--- src/rtl/core/rfh_pkg.sv ---
// Shared types and constants for the resonant filter, high-pass and amplifier chain.
package rfh_pkg;

  localparam int FRAC_SHIFT = 7;
  localparam logic signed [15:0] CLIP_HIGH = 16'sd127;
  localparam logic signed [15:0] CLIP_LOW  = -16'sd127;

  // Configuration register indexes.
  localparam logic [2:0] CFG_FILTER_MODE = 3'd0;
  localparam logic [2:0] CFG_COEFF_C     = 3'd1;
  localparam logic [2:0] CFG_COEFF_RC    = 3'd2;
  localparam logic [2:0] CFG_HP_CUTOFF   = 3'd3;
  localparam logic [2:0] CFG_AMP_GAIN    = 3'd4;

  // Filter modes; the unused code behaves as bypass.
  localparam logic [1:0] MODE_BYPASS = 2'd0;
  localparam logic [1:0] MODE_RES    = 2'd1;
  localparam logic [1:0] MODE_SIMPLE = 2'd2;

  // Multiplier operand A selects.
  localparam logic [2:0] A_X    = 3'd0;
  localparam logic [2:0] A_S1   = 3'd1;
  localparam logic [2:0] A_S2   = 3'd2;
  localparam logic [2:0] A_HP   = 3'd3;
  localparam logic [2:0] A_DIFF = 3'd4;

  // Multiplier operand B selects.
  localparam logic [2:0] B_C     = 3'd0;
  localparam logic [2:0] B_RC    = 3'd1;
  localparam logic [2:0] B_HPC   = 3'd2;
  localparam logic [2:0] B_HPINV = 3'd3;
  localparam logic [2:0] B_GAIN  = 3'd4;

  // Accumulator operations.
  localparam logic [1:0] ACC_HOLD = 2'd0;
  localparam logic [1:0] ACC_LOAD = 2'd1;
  localparam logic [1:0] ACC_ADD  = 2'd2;
  localparam logic [1:0] ACC_SUB  = 2'd3;

  // State and output register updates from the shifted accumulator, or from the input sample for UPD_S2_X.
  localparam logic [2:0] UPD_NONE   = 3'd0;
  localparam logic [2:0] UPD_S1_ADD = 3'd1;
  localparam logic [2:0] UPD_S1_SUB = 3'd2;
  localparam logic [2:0] UPD_S2_ADD = 3'd3;
  localparam logic [2:0] UPD_S2_SUB = 3'd4;
  localparam logic [2:0] UPD_S2_X   = 3'd5;
  localparam logic [2:0] UPD_HP     = 3'd6;
  localparam logic [2:0] UPD_OUT    = 3'd7;

  typedef struct packed {
    logic       load_x;
    logic [2:0] a_sel;
    logic [2:0] b_sel;
    logic [1:0] acc_op;
    logic [2:0] upd;
  } rfh_cmd_t;

  localparam rfh_cmd_t CMD_NOP = '{load_x: 1'b0, a_sel: A_X, b_sel: B_C,
                                   acc_op: ACC_HOLD, upd: UPD_NONE};

endpackage

--- src/rtl/core/rfh_ctrl.sv ---
// Sequencer that steps the shared multiply-accumulate datapath through one sample.
module rfh_ctrl (
  input  logic              clk,
  input  logic              rst_n,
  input  logic [1:0]        filter_mode,
  input  logic              in_valid,
  output logic              in_ready,
  input  logic              out_ready,
  output logic              out_valid,
  output rfh_pkg::rfh_cmd_t cmd
);
  import rfh_pkg::*;

  localparam logic [3:0] ST_IDLE = 4'd0;
  localparam logic [3:0] ST_F0   = 4'd1;
  localparam logic [3:0] ST_F7   = 4'd8;
  localparam logic [3:0] ST_H0   = 4'd9;
  localparam logic [3:0] ST_H1   = 4'd10;
  localparam logic [3:0] ST_H2   = 4'd11;
  localparam logic [3:0] ST_G0   = 4'd12;
  localparam logic [3:0] ST_OUT  = 4'd13;

  logic [3:0] state_r, state_nxt;
  logic       out_valid_r, out_valid_nxt;
  logic [3:0] step_full;
  logic [2:0] step;
  rfh_cmd_t   filt_cmd;
  logic       filt_last;

  function automatic rfh_cmd_t mac(logic [2:0] a, logic [2:0] b, logic [1:0] op);
    rfh_cmd_t c;
    c        = CMD_NOP;
    c.a_sel  = a;
    c.b_sel  = b;
    c.acc_op = op;
    return c;
  endfunction

  function automatic rfh_cmd_t upd(logic [2:0] u);
    rfh_cmd_t c;
    c     = CMD_NOP;
    c.upd = u;
    return c;
  endfunction

  assign step_full = state_r - ST_F0;
  assign step      = step_full[2:0];

  // Per-mode step program of the two-pole filter.
  always_comb begin
    filt_cmd  = CMD_NOP;
    filt_last = 1'b0;
    priority if (filter_mode == MODE_RES) begin
      unique case (step)
        3'd0: filt_cmd = mac(A_X, B_C, ACC_LOAD);
        3'd1: filt_cmd = mac(A_S1, B_C, ACC_SUB);
        3'd2: filt_cmd = mac(A_S1, B_RC, ACC_ADD);
        3'd3: filt_cmd = mac(A_S2, B_RC, ACC_SUB);
        3'd4: filt_cmd = upd(UPD_S1_ADD);
        3'd5: filt_cmd = mac(A_S1, B_C, ACC_LOAD);
        3'd6: filt_cmd = mac(A_S2, B_C, ACC_SUB);
        default: begin
          filt_cmd  = upd(UPD_S2_ADD);
          filt_last = 1'b1;
        end
      endcase
    end else if (filter_mode == MODE_SIMPLE) begin
      unique case (step)
        3'd0: filt_cmd = mac(A_S1, B_RC, ACC_LOAD);
        3'd1: filt_cmd = mac(A_S2, B_C, ACC_SUB);
        3'd2: filt_cmd = mac(A_X, B_C, ACC_ADD);
        3'd3: filt_cmd = upd(UPD_S1_SUB);
        3'd4: filt_cmd = mac(A_S2, B_RC, ACC_LOAD);
        3'd5: filt_cmd = mac(A_S1, B_C, ACC_ADD);
        3'd6: begin
          filt_cmd  = upd(UPD_S2_SUB);
          filt_last = 1'b1;
        end
        default: filt_last = 1'b1;
      endcase
    end else begin
      filt_cmd  = upd(UPD_S2_X);
      filt_last = 1'b1;
    end
  end

  always_comb begin
    cmd           = CMD_NOP;
    state_nxt     = state_r;
    out_valid_nxt = out_valid_r && !out_ready;
    unique case (state_r)
      ST_IDLE: begin
        if (in_valid) begin
          cmd.load_x = 1'b1;
          state_nxt  = ST_F0;
        end
      end
      ST_H0: begin
        cmd       = mac(A_S2, B_HPC, ACC_LOAD);
        state_nxt = ST_H1;
      end
      ST_H1: begin
        cmd       = mac(A_HP, B_HPINV, ACC_ADD);
        state_nxt = ST_H2;
      end
      ST_H2: begin
        cmd       = upd(UPD_HP);
        state_nxt = ST_G0;
      end
      ST_G0: begin
        cmd       = mac(A_DIFF, B_GAIN, ACC_LOAD);
        state_nxt = ST_OUT;
      end
      ST_OUT: begin
        // The result register must be empty, or emptying this cycle.
        if (!out_valid_r || out_ready) begin
          cmd           = upd(UPD_OUT);
          out_valid_nxt = 1'b1;
          state_nxt     = ST_IDLE;
        end
      end
      default: begin
        if (state_r >= ST_F0 && state_r <= ST_F7) begin
          cmd       = filt_cmd;
          state_nxt = filt_last ? ST_H0 : state_r + 4'd1;
        end else begin
          state_nxt = ST_IDLE;
        end
      end
    endcase
  end

  always_ff @(posedge clk) begin
    if (!rst_n) begin
      state_r     <= ST_IDLE;
      out_valid_r <= 1'b0;
    end else begin
      state_r     <= state_nxt;
      out_valid_r <= out_valid_nxt;
    end
  end

  assign in_ready  = (state_r == ST_IDLE);
  assign out_valid = out_valid_r;

endmodule

--- src/rtl/core/rfh_dpath.sv ---
// Datapath with one shared multiplier, an accumulator and the filter state registers.
module rfh_dpath (
  input  logic              clk,
  input  logic              rst_n,
  input  rfh_pkg::rfh_cmd_t cmd,
  input  logic signed [7:0] in_sample_in,
  input  logic signed [7:0] coeff_c,
  input  logic signed [7:0] coeff_rc,
  input  logic [6:0]        hp_cutoff,
  input  logic [7:0]        amp_gain,
  output logic [7:0]        pwm_duty
);
  import rfh_pkg::*;

  logic signed [7:0]  x_r, x_nxt;
  logic signed [15:0] s1_r, s1_nxt;
  logic signed [15:0] s2_r, s2_nxt;
  logic signed [15:0] hp_r, hp_nxt;
  logic [15:0]        acc_r, acc_nxt;
  logic [7:0]         duty_r, duty_nxt;

  logic [15:0] a_val, b_val;
  logic [31:0] prod_full;
  logic [15:0] prod;
  logic signed [15:0] shifted;
  logic signed [15:0] s2_sum;
  logic [6:0]  hp_inv;
  logic [15:0] y_off;

  function automatic logic signed [15:0] clip127(logic signed [15:0] v);
    logic signed [15:0] r;
    r = v;
    if (v > CLIP_HIGH) r = CLIP_HIGH;
    else if (v < CLIP_LOW) r = CLIP_LOW;
    return r;
  endfunction

  assign hp_inv = 7'd127 - hp_cutoff;

  always_comb begin
    unique case (cmd.a_sel)
      A_X:     a_val = {{8{x_r[7]}}, x_r};
      A_S1:    a_val = s1_r;
      A_S2:    a_val = s2_r;
      A_HP:    a_val = hp_r;
      A_DIFF:  a_val = s2_r - hp_r;
      default: a_val = '0;
    endcase
    unique case (cmd.b_sel)
      B_C:     b_val = {{8{coeff_c[7]}}, coeff_c};
      B_RC:    b_val = {{8{coeff_rc[7]}}, coeff_rc};
      B_HPC:   b_val = {9'd0, hp_cutoff};
      B_HPINV: b_val = {9'd0, hp_inv};
      B_GAIN:  b_val = {8'd0, amp_gain};
      default: b_val = '0;
    endcase
  end

  // Only the low 16 bits matter: every product wraps as a 16-bit value.
  assign prod_full = a_val * b_val;
  assign prod      = prod_full[15:0];

  always_comb begin
    unique case (cmd.acc_op)
      ACC_LOAD: acc_nxt = prod;
      ACC_ADD:  acc_nxt = acc_r + prod;
      ACC_SUB:  acc_nxt = acc_r - prod;
      default:  acc_nxt = acc_r;
    endcase
  end

  assign shifted = $signed(acc_r) >>> FRAC_SHIFT;
  assign s2_sum  = (cmd.upd == UPD_S2_SUB) ? s2_r - shifted : s2_r + shifted;

  always_comb begin
    x_nxt    = cmd.load_x ? in_sample_in : x_r;
    s1_nxt   = s1_r;
    s2_nxt   = s2_r;
    hp_nxt   = hp_r;
    duty_nxt = duty_r;
    y_off    = clip127(shifted) + 16'd127;
    unique case (cmd.upd)
      UPD_S1_ADD: s1_nxt = s1_r + shifted;
      UPD_S1_SUB: s1_nxt = s1_r - shifted;
      UPD_S2_ADD,
      UPD_S2_SUB: s2_nxt = clip127(s2_sum);
      UPD_S2_X:   s2_nxt = clip127({{8{x_r[7]}}, x_r});
      UPD_HP:     hp_nxt = shifted;
      UPD_OUT:    duty_nxt = y_off[7:0];
      default:    ;
    endcase
  end

  always_ff @(posedge clk) begin
    if (!rst_n) begin
      s1_r <= '0;
      s2_r <= '0;
      hp_r <= '0;
    end else begin
      s1_r <= s1_nxt;
      s2_r <= s2_nxt;
      hp_r <= hp_nxt;
    end
  end

  always_ff @(posedge clk) begin
    x_r    <= x_nxt;
    acc_r  <= acc_nxt;
    duty_r <= duty_nxt;
  end

  assign pwm_duty = duty_r;

endmodule

--- src/rtl/core/resonant_filter_hpf_amp_chain.sv ---
// Top level: configuration registers, sequencer and datapath of the filter chain.
//
// One transaction on the input channel carries a signed audio sample; one transaction on
// the output channel returns the matching PWM duty (0..254). Each sample runs a two-pole
// filter, a one-pole high-pass tracker and a gain stage through a single shared
// 16x16 multiplier and accumulator, at most one product per cycle.
// An input transaction is taken only while the sequencer is idle. Each sample then
// runs the filter steps of its mode, the high-pass steps, the gain step and the
// output step before the sequencer returns to idle; bypass has the fewest filter
// steps and the resonant form the most. The number of steps is set by the multiply
// steps each mode needs on the shared multiplier.
// The result sits in an output register, so the next sample is accepted and
// processed while it waits; if the receiver still stalls when the next result is
// ready, the sequencer holds in its final step until the register frees up.
// Configuration is a plain write port: cfg_wr_en with cfg_index 0..4 writes filter
// mode, cutoff, resonance, high-pass weight and gain; other indexes are ignored.
// Reset (synchronous, active low) clears the registers, filter state and tracker,
// and leaves no result pending.
module resonant_filter_hpf_amp_chain (
  input  logic              clk,
  input  logic              rst_n,
  input  logic              in_valid,
  output logic              in_ready,
  input  logic signed [7:0] in_sample_in,
  output logic              out_valid,
  input  logic              out_ready,
  output logic [7:0]        out_pwm_duty,
  input  logic              cfg_wr_en,
  input  logic [2:0]        cfg_index,
  input  logic [7:0]        cfg_wdata
);
  import rfh_pkg::*;

  logic [1:0]        filter_mode_r;
  logic signed [7:0] coeff_c_r;
  logic signed [7:0] coeff_rc_r;
  logic [6:0]        hp_cutoff_r;
  logic [7:0]        amp_gain_r;
  rfh_cmd_t          cmd;

  always_ff @(posedge clk) begin
    if (!rst_n) begin
      filter_mode_r <= MODE_BYPASS;
      coeff_c_r     <= '0;
      coeff_rc_r    <= '0;
      hp_cutoff_r   <= '0;
      amp_gain_r    <= '0;
    end else if (cfg_wr_en) begin
      unique case (cfg_index)
        CFG_FILTER_MODE: filter_mode_r <= cfg_wdata[1:0];
        CFG_COEFF_C:     coeff_c_r     <= cfg_wdata;
        CFG_COEFF_RC:    coeff_rc_r    <= cfg_wdata;
        CFG_HP_CUTOFF:   hp_cutoff_r   <= cfg_wdata[6:0];
        CFG_AMP_GAIN:    amp_gain_r    <= cfg_wdata;
        default:         ;
      endcase
    end
  end

  rfh_ctrl u_ctrl (
    .clk         (clk),
    .rst_n       (rst_n),
    .filter_mode (filter_mode_r),
    .in_valid    (in_valid),
    .in_ready    (in_ready),
    .out_ready   (out_ready),
    .out_valid   (out_valid),
    .cmd         (cmd)
  );

  rfh_dpath u_dpath (
    .clk          (clk),
    .rst_n        (rst_n),
    .cmd          (cmd),
    .in_sample_in (in_sample_in),
    .coeff_c      (coeff_c_r),
    .coeff_rc     (coeff_rc_r),
    .hp_cutoff    (hp_cutoff_r),
    .amp_gain     (amp_gain_r),
    .pwm_duty     (out_pwm_duty)
  );

  // After a transaction is taken the sequencer is busy in the next cycle.
  a_busy_after_accept: assert property (@(posedge clk) disable iff (!rst_n)
    in_valid && in_ready |=> !in_ready)
    else $error("input accepted twice in consecutive cycles");

  // A fresh result only appears at the end of a sequence, never straight from idle.
  a_result_from_run: assert property (@(posedge clk) disable iff (!rst_n)
    $rose(out_valid) |-> !$past(in_ready))
    else $error("result raised without a sample in flight");

  // The offset clipped output never exceeds 254.
  a_duty_range: assert property (@(posedge clk) disable iff (!rst_n)
    out_valid |-> out_pwm_duty <= 8'd254)
    else $error("pwm duty out of range");

endmodule

--- config.mk ---
export PLATFORM = sky130hd
export DESIGN_NAME = resonant_filter_hpf_amp_chain
export DESIGN_NICKNAME = d
export VERILOG_FILES = /design/src/rtl/core/rfh_pkg.sv /design/src/rtl/core/rfh_ctrl.sv /design/src/rtl/core/rfh_dpath.sv /design/src/rtl/core/resonant_filter_hpf_amp_chain.sv
export SDC_FILE = /design/constraint.sdc
export NUM_CORES = 1
export LEC_CHECK = 0
export ABC_AREA = 1
export ABC_CLOCK_PERIOD_IN_PS = 22200
export BUFFER_PORTS_ARGS = -buffer_cell sky130_fd_sc_hd__buf_2
export CAP_MARGIN = 20
export CORE_MARGIN = 1.5
export CORE_UTILIZATION = 51
export DETAILED_ROUTE_END_ITERATION = 6
export PLACE_DENSITY = 0.67
export SETUP_SLACK_MARGIN = 0.5
export SYNTH_ARGS = -nofsm -noshare
export SYNTH_HDL_FRONTEND = slang
export SYNTH_SLANG_ARGS = --single-unit
--- constraint.sdc ---
create_clock -name clk -period 22.2 [get_ports clk]
set_clock_uncertainty 0.05 [all_clocks]
set_input_delay 4.44 -clock clk [delete_from_list [all_inputs] [get_ports clk]]
set_output_delay 4.44 -clock clk [all_outputs]
set_load 0.05 [all_outputs]
==> impl_metrics.toml, run 1 <==
[status]
outcome = "finished, final reports clean"

[setup_path]
reg2reg_depth = 48
cp-end-kind = "flip-flop"
start_kind = "flip-flop"
r2r_end = "u_dpath.acc_r[15]$_DFFE_PP_"
max_stage_delay_ns = 0.72
slowest_stage = "a211oi_2"
reg2reg_setup_slack_ns = 11.89
cp.required_ns = 22.27
cp_max_fo = 13
cp.arrival_ns = 10.38
crit_type = "flip-flop to flip-flop"
critPathMostFrequentCell = "inv_1"
rr_startpoint = "u_ctrl.state_r[1]$_SDFFE_PN0P_"

[layout]
nFillCells = 2485
final_cell_mix = "nand2_1 (341), inv_1 (321), nor2_1 (169), o21ai_0 (169), a21oi_1 (142)"
final_layout_size_suffix_gt1_frac = 0.0687
finalNetCount = 2086
diodes = 0
stdcell_area_um2 = 13800
finalNonFillerCells = 2192
layout_commonest_cell = "nand2_1"
area_growth_pct = 5.68

[detailed_routing]
drt-total-wl_mm = 35.2
firstDrtPassIters = 5
drt_iter0_markers = 755
vias = 11800
post-route-drc-count = 0
ant_nets = 0
avgRoutedWirePerCell_um = 16.0
viasPerCell = 5.40

[clocking]
cts_num_sinks = 111
clk_pin_slew_ns = 0.09
cts_tree = "yes"
root_buffer = "clkbuf_16"
ctsResizeCount = 0
postCtsSetupBuffers = 0
cts_buffer_depth = 2
clk-insertion-delay-late_ns = 0.38
cts_hold_buffers = 0
h-tree-depth = 3
numCtsBuffers = 9

[synth]
synthSimpleGateAreaFrac = 0.229
async_flop_share = 0
synth_flop_cell = "dfxtp_1"
synth_nets = 2076
synthAdderAreaFrac = 0.245
synth-edff-count = 32
synth_area_per_cell_um2 = 7.05
ys_types = 54
synth_compound_area_frac = 0.168
synth_top_family_by_area = "adder cells"
synthCells = 1847
seq_area_frac_synth = 0.195
ys_ff_latch = 111
netlist_area_um2 = 13000
synth_xor_area_frac = 0.0524
synthMuxAreaShare = 0
yosys_warnings = 0

[timing]
period_minus_slack_ns = 10.31
finalMaxSlewViolations = 0
timing.fmax_mhz = 97.0
setup_violations = 0
hold_viol = 0
fin_crit_sh = 0.464
final.setup.tns_ns = 0
hold_ws_ns = 0.414
slew_headroom = 0.407
worst_pin_slew_ns = 0.888
rsz0062_at_grt = "false"

[job]
max_cap_viol_count = 0

[grt]
overflow = 0
grt_max_degree = 76
grt_pass1_vias = 11300
grt_pass1_wl_mm = 57.3
gr-usage-all-layers = 0.272
antenna_found_initial = 0

[hold_path]
min_from = "coeff_c_r[5]$_SDFFE_PN0P_"
hold_depth = 2
hp-class = "flip-flop to flip-flop"
hold_path_end = "coeff_c_r[5]$_SDFFE_PN0P_"

[floorplanning]
num_io_pins = 34
die_y_um = 163
dieArea_um2 = 26500
coreArea_um2 = 25100
fp-row-count = 58
die_w_um = 163
start_util = 0.519

[placed_design]
dp.cells = 2176
hpwlAfterDp_mm = 28.5
dpl_cell_area_um2 = 13500
gp_congestion = 0.905
port_buffers = 33

[power_and_ir_drop]
powerDensity_nw_per_um2 = 134
power.total_uw = 1840
leakagePower_uw = 0.00671
irDropWorstVdd_uv = 110
==> cell families (layout without fill, tap and decap cells) <==
kind of cell,Yosys count,after routing
fa+ha+maj,205,205
flops,111,111
xor+xnor,78,78
buf+inv,372,387
compound gates,394,394
simple gates,687,687
==> area by class of cell <==
cell class | instances | area (um2) | area share
Clock buffer | 10 | 250 | 0.0182
Clock inverter | 6 | 67.6 | 0.00491
Inverter | 335 | 1260 | 0.0917
Multi-Input combinational cell | 1364 | 9050 | 0.657
Sequential cell | 111 | 2540 | 0.185
Tap cell | 330 | 413 | 0.0300
Timing Repair Buffer | 36 | 188 | 0.0136
==> sequential cells by signal (all words and copies together) (netlist names) <==
| signal | flops |
|---|---|
| coeff_c_r | 8 |
| u_dpath.hp_r | 9 |
| u_dpath.pwm_duty | 8 |
| u_dpath.acc_r | 16 |
| u_ctrl.out_valid | 1 |
| filter_mode_r | 2 |
| u_dpath.s1_r | 16 |
| amp_gain_r | 8 |
| hp_cutoff_r | 7 |
| u_dpath.s2_r | 16 |
| u_dpath.x_r | 8 |
| coeff_rc_r | 8 |
| u_ctrl.state_r | 4 |
==> synthesized netlist by cell type, types with 23 or more instances <==
cell	instances	area [um2]
nand3_1	86	430
nand2_1	341	1280
clkbuf_1	29	109
o21ai_0	169	846
nor2_1	169	634
fa_1	84	1680
dfxtp_1	79	1580
edfxtp_1	32	961
a21oi_1	142	711
xor2_1	55	482
xnor2_1	23	201
ha_1	121	1510
inv_1	321	1200
==> metrics by stage <==
step                 util  setup WS (ns)
floorplan               -          13.46
global placement    0.536          12.09
detailed placement  0.536          11.99
CTS                 0.548          11.90
global route        0.548          11.07
finish              0.548          11.89
==> how the worst max path moves through the flow <==
stage	cells after the start	slack (ns)	to	from
2_1_floorplan	25	13.46	u_dpath.s2_r[3]$_SDFFE_PN0P_	out_ready
4_1_cts	48	11.90	u_dpath.acc_r[15]$_DFFE_PP_	u_ctrl.state_r[1]$_SDFFE_PN0P_
3_3_place_gp	48	12.09	u_dpath.acc_r[15]$_DFFE_PP_	u_ctrl.state_r[1]$_SDFFE_PN0P_
5_1_grt	48	11.07	u_dpath.acc_r[15]$_DFFE_PP_	u_ctrl.state_r[1]$_SDFFE_PN0P_
6_report	48	11.89	u_dpath.acc_r[15]$_DFFE_PP_	u_ctrl.state_r[1]$_SDFFE_PN0P_
3_5_place_dp	48	11.99	u_dpath.acc_r[15]$_DFFE_PP_	u_ctrl.state_r[1]$_SDFFE_PN0P_
==> per-layer routing <==
layer / wire length (um) / vias to the layer above / track usage
met1: 16600 / 5487 / 0.376
met2: 16100 / 319 / 0.453
met3: 1750 / 41 / 0.0300
met5: 0 / - / 0
met4: 663 / 0 / 0.0701
li1: - / 5988 / -
==> power breakdown <==
part,internal (uW),switching [uW],total (uW)
Clock,87.0,91.3,178
Sequential,254,55.6,310
Combinational,474,879,1350
Total,816,1030,1840
==> critical path, delay by kind of cell, from the launching register on <==
family                     cells  cell delay, ns
adders and majority gates      9            3.64
and+or+nand+nor               20            2.82
xor gates and xnor gates       2            0.53
AOI/OAI and AO/OA              7            1.76
buffers and inverters         10            0.72
DFF                            1            0.50
Note: power is estimated with default switching activity, not from simulation.
==> inputs of run 2 (changes only) <==
--- a/config.mk
+++ b/config.mk
@@ -6,13 +6,13 @@
 export NUM_CORES = 1
 export LEC_CHECK = 0
 export ABC_AREA = 1
-export ABC_CLOCK_PERIOD_IN_PS = 22200
+export ABC_CLOCK_PERIOD_IN_PS = 9100
 export BUFFER_PORTS_ARGS = -buffer_cell sky130_fd_sc_hd__buf_2
 export CAP_MARGIN = 20
 export CORE_MARGIN = 1.5
 export CORE_UTILIZATION = 51
 export DETAILED_ROUTE_END_ITERATION = 6
-export PLACE_DENSITY = 0.67
+export PLACE_DENSITY = 0.7
 export SETUP_SLACK_MARGIN = 0.5
 export SYNTH_ARGS = -nofsm -noshare
 export SYNTH_HDL_FRONTEND = slang
==> constraint.sdc (replaced) <==
create_clock -name clk -period 9.1 [get_ports clk]
set_clock_uncertainty 0.05 [all_clocks]
set_input_delay 1.82 -clock clk [delete_from_list [all_inputs] [get_ports clk]]
set_output_delay 1.82 -clock clk [all_outputs]
set_load 0.05 [all_outputs]
==> run 2 against run 1 <==
Sequential share of layout area decreased by 1.9 points. Register-to-register slack got worse by 11 ns. Flip-flop and latch count unchanged. Hold slack improved by 0.016 ns. Highest routed layer unchanged. Wire length increased by 7.6%. Sequential power increased by 140%. Global-route usage increased by 0.93 points. Final area increased by 12%. Utilization increased by 6.6 points. Critical endpoint unchanged. Clock-buffer cell count decreased by 1. Critical path depth decreased by 1.
==> impl_metrics.toml, run 2 (synthesis gave the netlist of run 1 again) <==
[status]
outcome = "finished, final reports clean"

[detailed_routing]
ant_nets = 0
firstDrtPassIters = 7
vias = 12600
drt-total-wl_mm = 37.8
drt_iter0_markers = 958
avgRoutedWirePerCell_um = 16.5
viasPerCell = 5.49
post-route-drc-count = 0

[grt]
grt_pass1_wl_mm = 58.9
antenna_found_initial = 1
grt_pass1_vias = 11700
grt_max_degree = 76
overflow = 0
gr-usage-all-layers = 0.282

[setup_path]
crit_type = "flip-flop to flip-flop"
max_stage_delay_ns = 0.54
start_kind = "flip-flop"
worstSetupEndpoint = "u_dpath.acc_r[15]$_DFFE_PP_"
crit_start = "u_ctrl.state_r[1]$_SDFFE_PN0P_"
r2r_end = "u_dpath.acc_r[15]$_DFFE_PP_"
reg2reg_depth = 47
cp-end-kind = "flip-flop"
cp_max_fo = 8
slowest_stage = "fa_1"
cp.arrival_ns = 8.57
reg2reg_setup_slack_ns = 0.61
rr_startpoint = "u_ctrl.state_r[1]$_SDFFE_PN0P_"
cp.required_ns = 9.18
critPathMostFrequentCell = "inv_1"

[floorplanning]
num_io_pins = 34
start_util = 0.519
dieArea_um2 = 26500
fp-row-count = 58
coreArea_um2 = 25100
die_y_um = 163
die_w_um = 163

[layout]
top_regs = "u_dpath.acc_r (16), u_dpath.s1_r (16), u_dpath.s2_r (16)"
fin_util = 0.614
final_layout_size_suffix_gt1_frac = 0.189
final_cell_mix = "nand2_1 (316), inv_1 (291), o21ai_0 (156)"
finalNetCount = 2188
area_growth_pct = 18.3
stdcell_area_um2 = 15400
nFillCells = 2269
layout_commonest_cell = "nand2_1"
diodes = 0

[timing]
rsz0062_at_grt = "true"
hold_viol = 0
timing.fmax_mhz = 118
final.setup.tns_ns = 0
worst_pin_slew_ns = 0.782
slew_headroom = 0.477
finalMaxSlewViolations = 0
period_minus_slack_ns = 8.49
fin_crit_sh = 0.933
setup_violations = 0

[power_and_ir_drop]
leakagePower_uw = 0.00736
powerDensity_nw_per_um2 = 331
irDropWorstVdd_uv = 302
power.total_uw = 5110

[clocking]
h-tree-depth = 3
numCtsBuffers = 9
cts_num_sinks = 111
clk-insertion-delay-late_ns = 0.38
root_buffer = "clkbuf_16"
clk_pin_slew_ns = 0.10
cts_tree = "yes"
cts_buffer_depth = 2

[job]
max_cap_viol_count = 0

[placed_design]
dpl_cell_area_um2 = 13600
hpwlAfterDp_mm = 28.7
port_buffers = 33
gp_congestion = 0.949

[hold_path]
hp-class = "flip-flop to flip-flop"
==> run 2: changes by cell type in the layout (fill, tap and decap cells not counted), moves of 12 or more <==
cell / change
nand2_1: -25
nand3_1: -17
inv_1: -30
o21ai_0: -13
nand3_2: +15
nor2_1: -16
inv_2: +15
buf_6: +13
nand2_4: +14
buf_4: +83
ha_4: +15
inv_4: +12
ha_1: -18
==> run 2: per-stage QoR <==
stage	setup WS, ns	cells	hold WS [ns]
after floorplan	0.744	1847	0.380
after global placement	-0.0733	2198	0.399
after detailed placement	-0.130	2198	0.403
after CTS	0.495	2238	0.414
after global routing	0.186	2294	0.451
final	0.609	2294	0.431
==> run 2: worst max-delay path, delay by kind of cell (launching register included) <==
family,cells,cell delay [ns]
AO/OA/AOI/OAI,6,1.07
XOR/XNOR,2,0.51
adder cells (fa/ha/maj),9,3.52
buffers and inverters,13,1.09
flip-flops,1,0.37
AND/OR/NAND/NOR,17,1.60
==> run 2: per-layer routing <==
metal,vias up,GRT usage,part of all wire
li1,6206,-,-
met1,5943,0.368,0.44
met2,369,0.470,0.47
met3,81,0.0476,0.060
met4,0,0.0967,0.027
met5,-,0,0
==> run 2: how the worst min path moves through the flow <==
stage	from	end	slack, ns	cells after the start
finish	hp_cutoff_r[0]$_SDFFE_PN0P_	hp_cutoff_r[0]$_SDFFE_PN0P_	0.43	2
global route	coeff_c_r[0]$_SDFFE_PN0P_	coeff_c_r[0]$_SDFFE_PN0P_	0.45	2
CTS	coeff_c_r[4]$_SDFFE_PN0P_	coeff_c_r[4]$_SDFFE_PN0P_	0.41	2
detailed placement	coeff_c_r[4]$_SDFFE_PN0P_	coeff_c_r[4]$_SDFFE_PN0P_	0.40	2
global placement	coeff_c_r[4]$_SDFFE_PN0P_	coeff_c_r[4]$_SDFFE_PN0P_	0.40	2
floorplan	coeff_c_r[0]$_SDFFE_PN0P_	coeff_c_r[0]$_SDFFE_PN0P_	0.38	2
==> run 2: layout make-up <==
cell class                      instances  area (um2)  share of cell area
Clock inverter                          7        76.3             0.00495
Timing Repair Buffer                  136        1030              0.0666
Multi-Input combinational cell       1366        9820               0.637
Sequential cell                       111        2550               0.165
Clock buffer                            9         225              0.0146
Tap cell                              330         413              0.0268
Inverter                              335        1310              0.0850
==> run 2: what timing repair did <==
action | CTS | global route
pin swaps | 13 | 95
setup buffers | 23 | 54
endpoints found under the setup margin | 5 | 6
endpoints found under the hold margin | 0 | 0
hold buffers | 0 | 0
cloned | 1 | 1
gates resized for setup | 65 | 173
==> run 2: power breakdown <==
| part | switching, uW | total [uW] | internal, uW |
|---|---|---|---|
| sequential | 136 | 758 | 623 |
| combinational | 2420 | 3930 | 1510 |
| clock | 220 | 415 | 195 |
